===== src/hw/rtl/rcpp_pkg.sv =====
// ----------------------------------------------------------------------------
// rcpp_pkg
// Shared constants, result codes and the result word type of the cartridge
// page parser.
// ----------------------------------------------------------------------------
package rcpp_pkg;

	// Number of page chunks the loader accepts and bytes stored per page.
	localparam int PAGE_COUNT = 32;
	localparam int PAGE_BYTES = 16384;
	localparam int PAGE_LIMIT = (PAGE_COUNT < 32) ? PAGE_COUNT : 32;

	// Depth of the result queue; it must hold two words beyond one in flight.
	localparam int RESQ_DEPTH = 4;
	localparam int RESQ_PTR_W = $clog2(RESQ_DEPTH);
	localparam int RESQ_CNT_W = $clog2(RESQ_DEPTH + 1);

	localparam logic [31:0] TAG_RIFF = 32'h4646_4952; // "RIFF" little-endian
	localparam logic [31:0] TAG_AMS  = 32'h2153_4D41; // "AMS!" little-endian
	localparam logic [7:0]  CHAR_C    = 8'h63;
	localparam logic [7:0]  CHAR_B    = 8'h62;
	localparam logic [7:0]  CHAR_ZERO = 8'h30;
	localparam logic [7:0]  CHAR_NINE = 8'h39;

	localparam logic [1:0] KIND_WRITE  = 2'd0;
	localparam logic [1:0] KIND_CLEAR  = 2'd1;
	localparam logic [1:0] KIND_START  = 2'd2;
	localparam logic [1:0] KIND_STATUS = 2'd3;

	localparam logic [2:0] ST_OK        = 3'd0;
	localparam logic [2:0] ST_BAD_MAGIC = 3'd1;
	localparam logic [2:0] ST_SIZE_LOW  = 3'd2;
	localparam logic [2:0] ST_BAD_CHUNK = 3'd3;
	localparam logic [2:0] ST_EARLY_EOF = 3'd4;
	localparam logic [2:0] ST_NO_PAGES  = 3'd5;

	typedef struct packed {
		logic [1:0]  kind;
		logic [4:0]  page;
		logic [13:0] offset;
		logic [7:0]  data;
		logic [2:0]  status;
		logic [31:0] map;
		logic        last;
	} result_t;

endpackage


===== src/hw/rtl/rcpp_parser.sv =====
// ----------------------------------------------------------------------------
// rcpp_parser
// Parser state and the per-byte decode that yields up to two result words.
// ----------------------------------------------------------------------------
module rcpp_parser (
	input  logic             clk,
	input  logic             arst_n,
	input  logic             fire,
	input  logic [7:0]       data_byte,
	input  logic             first_byte,
	input  logic             end_of_file,
	output logic [1:0]       res_cnt,
	output rcpp_pkg::result_t res0,
	output rcpp_pkg::result_t res1
);
	import rcpp_pkg::*;

	localparam logic [2:0] PH_IDLE     = 3'd0;
	localparam logic [2:0] PH_HEADER   = 3'd1;
	localparam logic [2:0] PH_CHUNK    = 3'd2;
	localparam logic [2:0] PH_DATA     = 3'd3;
	localparam logic [2:0] PH_PAD      = 3'd4;

	logic [2:0]  phase_q, phase_n, e_phase;
	logic [3:0]  fc_q, fc_n, e_fc;
	logic [31:0] sw_q, sw_n, e_sw;
	logic [31:0] riff_q, riff_n, e_riff;
	logic [31:0] size_q, size_n, e_size;
	logic [31:0] off_q, off_n, e_off;
	logic [4:0]  page_q, page_n, e_page;
	logic        flag_q, flag_n, e_flag;
	logic        any_q, any_n, e_any;
	logic [31:0] map_q, map_n, e_map;

	logic        active;
	logic        prim_v;
	result_t     prim;
	logic        fin_v;
	logic [2:0]  fin_st;
	logic        do_bnd, bnd_zero, bnd_short;
	logic [32:0] diff;
	logic [3:0]  d2, d3;
	logic [6:0]  pg;
	logic [31:0] off_inc;

	always_comb begin
		active  = first_byte || (phase_q != PH_IDLE);
		e_phase = first_byte ? PH_HEADER : phase_q;
		e_fc    = first_byte ? 4'd0 : fc_q;
		e_sw    = first_byte ? 32'd0 : sw_q;
		e_riff  = first_byte ? 32'd0 : riff_q;
		e_size  = first_byte ? 32'd0 : size_q;
		e_off   = first_byte ? 32'd0 : off_q;
		e_page  = first_byte ? 5'd0 : page_q;
		e_flag  = first_byte ? 1'b0 : flag_q;
		e_any   = first_byte ? 1'b0 : any_q;
		e_map   = first_byte ? 32'd0 : map_q;

		phase_n = e_phase;
		fc_n    = e_fc;
		sw_n    = {data_byte, e_sw[31:8]};
		riff_n  = e_riff;
		size_n  = e_size;
		off_n   = e_off;
		page_n  = e_page;
		flag_n  = e_flag;
		any_n   = e_any;
		map_n   = e_map;

		prim_v    = first_byte;
		prim      = '0;
		prim.kind = KIND_START;
		fin_v     = 1'b0;
		fin_st    = ST_OK;
		do_bnd    = 1'b0;
		bnd_zero  = 1'b0;
		bnd_short = 1'b0;

		d2      = sw_n[19:16] - CHAR_ZERO[3:0];
		d3      = sw_n[27:24] - CHAR_ZERO[3:0];
		pg      = {d2, 3'b000} + {2'b00, d2, 1'b0} + {3'b000, d3};
		// Padded size taken from the remainder in one subtract; bit 32 is the borrow.
		diff    = {1'b0, e_riff} - {1'b0, sw_n} - {32'd0, sw_n[0]};
		off_inc = e_off + 32'd1;

		case (e_phase)
			PH_HEADER: begin
				fc_n = e_fc + 4'd1;
				if (e_fc == 4'd3 && sw_n != TAG_RIFF) begin
					fin_v  = 1'b1;
					fin_st = ST_BAD_MAGIC;
				end else if (e_fc == 4'd7) begin
					riff_n = sw_n;
				end else if (e_fc == 4'd11) begin
					if (sw_n != TAG_AMS) begin
						fin_v  = 1'b1;
						fin_st = ST_BAD_MAGIC;
					end else if (e_riff < 32'd4) begin
						fin_v  = 1'b1;
						fin_st = ST_SIZE_LOW;
					end else begin
						riff_n    = e_riff - 32'd4;
						do_bnd    = 1'b1;
						bnd_zero  = (e_riff == 32'd4);
						bnd_short = (e_riff < 32'd12);
					end
				end
			end
			PH_CHUNK: begin
				fc_n = e_fc + 4'd1;
				if (e_fc == 4'd3) begin
					// The chunk header is known to fit, so the id and size come off now.
					riff_n = e_riff - 32'd8;
					flag_n = 1'b0;
					page_n = 5'd0;
					if (sw_n[7:0] == CHAR_C && sw_n[15:8] == CHAR_B &&
					    sw_n[23:16] >= CHAR_ZERO && sw_n[23:16] <= CHAR_NINE &&
					    sw_n[31:24] >= CHAR_ZERO && sw_n[31:24] <= CHAR_NINE &&
					    pg < 7'(PAGE_LIMIT)) begin
						flag_n = 1'b1;
						page_n = pg[4:0];
					end
				end else if (e_fc == 4'd7) begin
					size_n = sw_n;
					if (sw_n == 32'hFFFF_FFFF || diff[32]) begin
						fin_v  = 1'b1;
						fin_st = ST_BAD_CHUNK;
					end else begin
						riff_n = diff[31:0];
						off_n  = 32'd0;
						if (e_flag) begin
							prim_v    = 1'b1;
							prim.kind = KIND_CLEAR;
							prim.page = e_page;
						end
						if (sw_n == 32'd0) begin
							if (e_flag) begin
								map_n[e_page] = 1'b1;
								any_n         = 1'b1;
							end
							do_bnd    = 1'b1;
							bnd_zero  = (e_riff == 32'd0);
							bnd_short = (e_riff < 32'd8);
						end else begin
							phase_n = PH_DATA;
						end
					end
				end
			end
			PH_DATA: begin
				if (e_flag && e_off < 32'(PAGE_BYTES)) begin
					prim_v      = 1'b1;
					prim.kind   = KIND_WRITE;
					prim.page   = e_page;
					prim.offset = e_off[13:0];
					prim.data   = data_byte;
				end
				off_n = off_inc;
				if (off_inc == e_size) begin
					if (e_flag) begin
						map_n[e_page] = 1'b1;
						any_n         = 1'b1;
					end
					if (e_size[0]) begin
						phase_n = PH_PAD;
					end else begin
						do_bnd    = 1'b1;
						bnd_zero  = (e_riff == 32'd0);
						bnd_short = (e_riff < 32'd8);
					end
				end
			end
			PH_PAD: begin
				do_bnd    = 1'b1;
				bnd_zero  = (e_riff == 32'd0);
				bnd_short = (e_riff < 32'd8);
			end
			default: begin
				phase_n = PH_IDLE;
			end
		endcase

		if (e_phase != PH_HEADER && e_phase != PH_CHUNK) begin
			sw_n = e_sw;
		end

		if (do_bnd) begin
			if (bnd_zero) begin
				fin_v  = 1'b1;
				fin_st = any_n ? ST_OK : ST_NO_PAGES;
			end else if (bnd_short) begin
				fin_v  = 1'b1;
				fin_st = ST_BAD_CHUNK;
			end else begin
				phase_n = PH_CHUNK;
				fc_n    = 4'd0;
			end
		end

		if (fin_v) begin
			phase_n = PH_IDLE;
		end else if (end_of_file && phase_n != PH_IDLE) begin
			fin_v   = 1'b1;
			fin_st  = ST_EARLY_EOF;
			phase_n = PH_IDLE;
		end

		prim.map  = e_map;
		prim.last = !fin_v;

		res1        = '0;
		res1.kind   = KIND_STATUS;
		res1.status = fin_st;
		res1.map    = map_n;
		res1.last   = 1'b1;

		if (!active) begin
			res_cnt = 2'd0;
			res0    = prim;
		end else if (prim_v) begin
			res_cnt = fin_v ? 2'd2 : 2'd1;
			res0    = prim;
		end else begin
			res_cnt = fin_v ? 2'd1 : 2'd0;
			res0    = res1;
		end
	end

	always_ff @(posedge clk or negedge arst_n) begin
		if (!arst_n) begin
			phase_q <= PH_IDLE;
			fc_q    <= 4'd0;
			sw_q    <= 32'd0;
			riff_q  <= 32'd0;
			size_q  <= 32'd0;
			off_q   <= 32'd0;
			page_q  <= 5'd0;
			flag_q  <= 1'b0;
			any_q   <= 1'b0;
			map_q   <= 32'd0;
		end else if (fire && active) begin
			phase_q <= phase_n;
			fc_q    <= fc_n;
			sw_q    <= sw_n;
			riff_q  <= riff_n;
			size_q  <= size_n;
			off_q   <= off_n;
			page_q  <= page_n;
			flag_q  <= flag_n;
			any_q   <= any_n;
			map_q   <= map_n;
		end
	end

endmodule


===== src/hw/rtl/rcpp_result_fifo.sv =====
// ----------------------------------------------------------------------------
// rcpp_result_fifo
// Small result queue that takes up to two words a cycle and gives one.
// ----------------------------------------------------------------------------
module rcpp_result_fifo (
	input  logic              clk,
	input  logic              arst_n,
	input  logic [1:0]        push_cnt,
	input  rcpp_pkg::result_t push0,
	input  rcpp_pkg::result_t push1,
	input  logic              pop,
	output rcpp_pkg::result_t head,
	output logic              not_empty,
	output logic              room
);
	import rcpp_pkg::*;

	result_t               entry_q [RESQ_DEPTH];
	logic [RESQ_PTR_W-1:0] wr_ptr_q, rd_ptr_q, wr_ptr_p1;
	logic [RESQ_CNT_W-1:0] count_q;
	logic                  do_pop;

	assign not_empty = (count_q != '0);
	assign room      = (count_q <= RESQ_CNT_W'(RESQ_DEPTH - 2));
	assign head      = entry_q[rd_ptr_q];
	assign do_pop    = pop && not_empty;
	assign wr_ptr_p1 = wr_ptr_q + RESQ_PTR_W'(1);

	always_ff @(posedge clk) begin
		if (push_cnt != 2'd0) begin
			entry_q[wr_ptr_q] <= push0;
		end
		if (push_cnt == 2'd2) begin
			entry_q[wr_ptr_p1] <= push1;
		end
	end

	always_ff @(posedge clk or negedge arst_n) begin
		if (!arst_n) begin
			wr_ptr_q <= '0;
			rd_ptr_q <= '0;
			count_q  <= '0;
		end else begin
			wr_ptr_q <= wr_ptr_q + RESQ_PTR_W'(push_cnt);
			if (do_pop) begin
				rd_ptr_q <= rd_ptr_q + RESQ_PTR_W'(1);
			end
			count_q <= count_q + RESQ_CNT_W'(push_cnt) - RESQ_CNT_W'(do_pop);
		end
	end

endmodule


===== src/hw/rtl/riff_cartridge_page_parser.sv =====
// ----------------------------------------------------------------------------
// riff_cartridge_page_parser
// Byte-serial loader for an AMS! RIFF cartridge image that emits page clear,
// byte write and final status words.
// ----------------------------------------------------------------------------
// Latency: a byte accepted into the input register is decoded once the result
// queue has room, and its first result word is offered right after that decode.
// Throughput: one byte per cycle while the result queue has room; a byte that
// yields two words drains them one at a time through the single read port of the result queue.
// Reset: arst_n clears the parser to waiting for a first byte and empties
// the result queue; queue contents need no reset.
// ----------------------------------------------------------------------------
module riff_cartridge_page_parser (
	input  logic        clk,
	input  logic        arst_n,
	input  logic        byte_valid,
	output logic        byte_ready,
	input  logic [7:0]  data_byte,
	input  logic        first_byte,
	input  logic        end_of_file,
	output logic        result_valid,
	input  logic        result_ready,
	output logic [1:0]  result_kind,
	output logic [4:0]  page_number,
	output logic [13:0] byte_offset,
	output logic [7:0]  write_data,
	output logic [2:0]  status,
	output logic [31:0] present_map,
	output logic        last_result
);
	import rcpp_pkg::*;

	// Input register: one accepted byte waiting for decode.
	logic       valid_s1;
	logic [7:0] data_byte_s1;
	logic       first_byte_s1;
	logic       end_of_file_s1;

	logic       take;
	logic       fire;
	logic       room;
	logic [1:0] res_cnt;
	logic [1:0] push_cnt;
	result_t    res0, res1, head;

	// The decode fires only when the queue can swallow the worst case of two
	// words, so the input register drains in every cycle that the result side
	// keeps up, and a new byte is taken in the same cycle.
	assign fire       = valid_s1 && room;
	assign byte_ready = !valid_s1 || room;
	assign take       = byte_valid && byte_ready;
	assign push_cnt   = fire ? res_cnt : 2'd0;

	always_ff @(posedge clk or negedge arst_n) begin
		if (!arst_n) begin
			valid_s1 <= 1'b0;
		end else if (take) begin
			valid_s1 <= 1'b1;
		end else if (fire) begin
			valid_s1 <= 1'b0;
		end
	end

	always_ff @(posedge clk) begin
		if (take) begin
			data_byte_s1   <= data_byte;
			first_byte_s1  <= first_byte;
			end_of_file_s1 <= end_of_file;
		end
	end

	// Header check, chunk walk and page bookkeeping.
	rcpp_parser u_parser (
		.clk         (clk),
		.arst_n      (arst_n),
		.fire        (fire),
		.data_byte   (data_byte_s1),
		.first_byte  (first_byte_s1),
		.end_of_file (end_of_file_s1),
		.res_cnt     (res_cnt),
		.res0        (res0),
		.res1        (res1)
	);

	// Result words wait here until the consumer takes them, in order.
	rcpp_result_fifo u_resq (
		.clk       (clk),
		.arst_n    (arst_n),
		.push_cnt  (push_cnt),
		.push0     (res0),
		.push1     (res1),
		.pop       (result_ready),
		.head      (head),
		.not_empty (result_valid),
		.room      (room)
	);

	assign result_kind = head.kind;
	assign page_number = head.page;
	assign byte_offset = head.offset;
	assign write_data  = head.data;
	assign status      = head.status;
	assign present_map = head.map;
	assign last_result = head.last;

endmodule


===== config.mk =====
export PLATFORM = sky130hd
export DESIGN_NAME = riff_cartridge_page_parser
export DESIGN_NICKNAME = d
export VERILOG_FILES = /design/src/hw/rtl/rcpp_pkg.sv /design/src/hw/rtl/rcpp_parser.sv /design/src/hw/rtl/rcpp_result_fifo.sv /design/src/hw/rtl/riff_cartridge_page_parser.sv
export SDC_FILE = /design/constraint.sdc
export NUM_CORES = 1
export LEC_CHECK = 0
export BUFFER_PORTS_ARGS = -buffer_cell sky130_fd_sc_hd__buf_2
export CORE_MARGIN = 2
export CORE_UTILIZATION = 55
export CTS_CLUSTER_DIAMETER = 80
export DETAILED_ROUTE_END_ITERATION = 8
export PLACE_DENSITY = 0.72
export SLEW_MARGIN = 15
export SYNTH_ARGS = -nofsm -noshare
export SYNTH_HDL_FRONTEND = slang
export SYNTH_HIERARCHICAL = 1
export SYNTH_SLANG_ARGS = --single-unit

===== constraint.sdc =====
create_clock -name clk -period 13.2 [get_ports clk]
set_input_delay 0.66 -clock clk [delete_from_list [all_inputs] [get_ports clk]]
set_output_delay 0.66 -clock clk [all_outputs]
set_load 0.01 [all_outputs]

==> results_dict.tcl <==
set metrics [dict create \
    status "completed" \
    hp-class "in -> reg" \
    cts_resized 0 \
    worstPathMaxFanout 166 \
    power.density_mw_per_mm2 173 \
    yosys_warnings 6 \
    clock_latency_ns 0.61 \
    numCtsBuffers 48 \
    boundaryPins 81 \
    max_freq_mhz 114 \
    start_util_pct 55.7 \
    drc 0 \
    wire_per_inst_um 25.2 \
    final_cell_mix "nand2_1 (293), edfxtp_1 (270), o21ai_0 (215)" \
    nets 2854 \
    worst_path_most_repeated_cell "ha_1" \
    post-route-min-period_ns 8.78 \
    grt_pass1_wl_um 137000 \
    worstPathRequired_ns 13.54 \
    layout-drive-gt1-share_pct 20.4 \
    start_kind "flip-flop" \
    area_growth_pct 7.44 \
    cts_root_buf "clkbuf_16" \
    antenna_found_initial 2 \
    yosys_most_used_dff "edfxtp_1" \
    yosys_register_bits 444 \
    slew_headroom_pct 20.3 \
    yosysSeqAreaShare_pct 42.5 \
    io_buffers 80 \
    hold_viol 0 \
    gr-total-overflow 0 \
    crit_arrival_ns 9.12 \
    cp-end-kind "flip-flop" \
    place.gp.congestion 0.973 \
    cts_tree "built" \
    synthArstFlopShare_pct 39.2 \
    leakage_nw 11.9 \
    tns_ns 0 \
    crit_chain "buf_12 -> clkinv_2 -> nand2_1 -> ha_1 -> inv_1 -> ha_1 -> a21o_1 -> a21oi_1 -> o21ai_0 -> o211ai_1 -> a31oi_4 -> or3_4 -> a21oi_4 -> nand3b_1 -> ha_1 -> nor2b_1 -> and3_1 -> and4bb_4 -> buf_4 -> mux2_2" \
    finalMaxSlewViolations 0 \
    grt.total_usage_pct 31.3 \
    htree_num_levels 2 \
    grt_max_degree 167 \
    skew_ns 0.0180 \
    tightestPinTransition_ns 1.20 \
    critPathSlowestCell "clkinv_2" \
    dieArea_mm2 0.0551 \
    regArea_mm2 0.0125 \
    clkTransAtPathRegs_ns 0.07 \
    hpwl_um 57100 \
    peakVddDrop_mv 0.107 \
    synthesis.instances 2807 \
    final_util_pct 59.8 \
    setup_viol 0 \
    hold_buffers 1 \
    fp-row-count 84 \
    drtIter0Drc 2656 \
    layout_commonest_cell "nand2_1" \
    num_vias 23500 \
    netlist_area_mm2 0.0293 \
    post_cts_buffers 0 \
    dieWidth_um 235 \
    path_class "reg -> reg" \
    clock-sinks 444 \
    postRouteAntennaNets 0 \
    rsz0062_at_grt "false" \
    die_h_um 235 \
    routed_wl_um 88200 \
    drtPass1Iterations 8 \
    coreArea_mm2 0.0527 \
    clk_path_buf_depth 3 \
    nFillCells 4265 \
    multi_input_area_mm2 0.0155 \
    diodes 0 \
    syn_avg_cell_area_um2 10.4 \
    slowest_delay_ns 0.96 \
    max_cap_violations 0 \
    synth_edf_count 270 \
    via_per_inst 6.72 \
    synth_cell_type_count 103 \
    grt_pass1_vias 23200 \
    period_share_pct 66.5 \
]
==> synth_stat cells, drive strengths merged (7+ instances only) <==
master | n | area, um2
a221oi | 8 | 70.1
and3 | 17 | 106
nor3b | 9 | 67.6
nand2 | 295 | 1110
or3 | 23 | 154
buf | 99 | 711
a22oi | 21 | 158
xnor2 | 84 | 736
a21o | 21 | 165
a211oi | 14 | 105
edfxtp | 270 | 8110
nor3 | 60 | 315
nand3b | 7 | 65.1
o31ai | 12 | 90.1
dfrtp | 174 | 4350
o21ai | 227 | 1140
nand2b | 30 | 195
nor2b | 40 | 250
inv | 93 | 349
nor2 | 159 | 597
o211ai | 16 | 120
xor2 | 30 | 263
o21a | 10 | 75.1
o41ai | 9 | 97.6
o22ai | 14 | 87.6
or4 | 9 | 67.6
a31oi | 32 | 221
o221ai | 19 | 166
o311ai | 10 | 87.6
nand4 | 33 | 221
nor4 | 37 | 265
a21oi | 133 | 677
mux4 | 65 | 1460
mux2 | 262 | 3280
ha | 62 | 776
nand3 | 80 | 405
and2 | 32 | 203
clkbuf | 126 | 475
a22o | 38 | 333
or2 | 15 | 98.9
mux2i | 7 | 70.1
nand4b | 12 | 105
==> metrics by stage <==
| step | hold slack [ns] | instances | cell area [um2] | setup WS (ns) | power [mW] |
|---|---|---|---|---|---|
| after CTS | 0.210 | 3504 | 31500 | 4.79 | 5.44 |
| after floorplan | 0.364 | 2835 | 29400 | 1.47 | 3.37 |
| after global routing | 0.216 | 3504 | 31500 | 4.21 | 5.71 |
| after global placement | 0.460 | 3413 | 29900 | 5.00 | 4.01 |
| final | 0.231 | 3504 | 31500 | 4.42 | 5.46 |
| after detailed placement | 0.466 | 3413 | 29900 | 4.80 | 4.06 |
==> critical path: cells and delay by family, from the launching register on <==
family          cells  cell delay [ns]
fa+ha+maj           3             0.90
compound gates      6             1.83
simple gates        6             2.34
mux                 1             0.42
flops               1             0.38
buf+inv             4             2.19
==> metal layers <==
layer | up-vias | GRT usage (%) | wire length, um
li1 | 10400 | - | -
met3 | 248 | 4.76 | 7920
met4 | 2 | 12.8 | 3500
met5 | - | 0 | 14
met1 | 11600 | 42.6 | 35600
met2 | 1314 | 50.5 | 41200
==> registers in the layout (all words and copies together) (netlist names), 3 cells and up <==
name              flops
data_byte_s1          8
u_parser/fc_q         4
u_parser/map_q       32
u_parser/off_q       32
u_parser/page_q       5
u_parser/phase_q      3
u_parser/riff_q      32
u_parser/size_q      32
u_parser/sw_q        24
u_resq/count_q        3
u_resq/entry_q      260
==> cell type report <==
class	count	area share, %
clock buffers	67	4.40
clock inverters	23	0.735
inverters	93	1.11
multi-input cells	2073	49.2
flip-flops and latches	444	39.6
well taps	688	2.73
repair buffers	116	2.20
==> cells by family after synthesis <==
family,count (synthesis),share of synthesized area [%]
other,2,0.0256
buffers and inverters,318,5.24
flip-flops,444,42.5
multiplexers,334,16.4
AND/OR/NAND/NOR,880,15.2
AO/OA/AOI/OAI,651,14.4
XOR/XNOR,114,3.41
adder cells (fa/ha/maj),64,2.78
==> power breakdown <==
group | switching [mW] | leakage, nW | total (mW) | internal, mW
clock | 0.586 | 0.790 | 1.38 | 0.796
combinational | 1.31 | 6.30 | 2.15 | 0.844
sequential | 0.267 | 4.85 | 1.92 | 1.66
==> worst paths after layout <==
kind,start,endpoint,slack (ns),depth (start not counted)
max in group asynchronous,arst_n,u_parser/map_q[26]$_DFFE_PN0P_,10.50,4
worst min register to register,u_parser/map_q[31]$_DFFE_PN0P_,u_parser/map_q[31]$_DFFE_PN0P_,0.48,2
worst max register to register,first_byte_s1$_DFFE_PP_,u_resq/entry_q[3][6]$_DFFE_PP_,4.42,20
worst min-delay path,data_byte[3],data_byte_s1[3]$_DFFE_PP_,0.23,1
worst max-delay path,first_byte_s1$_DFFE_PP_,u_resq/entry_q[3][6]$_DFFE_PP_,4.42,20
min in group asynchronous,arst_n,u_parser/off_q[24]$_DFFE_PN0P_,0.54,2
Power figures use the tool's default switching activity.
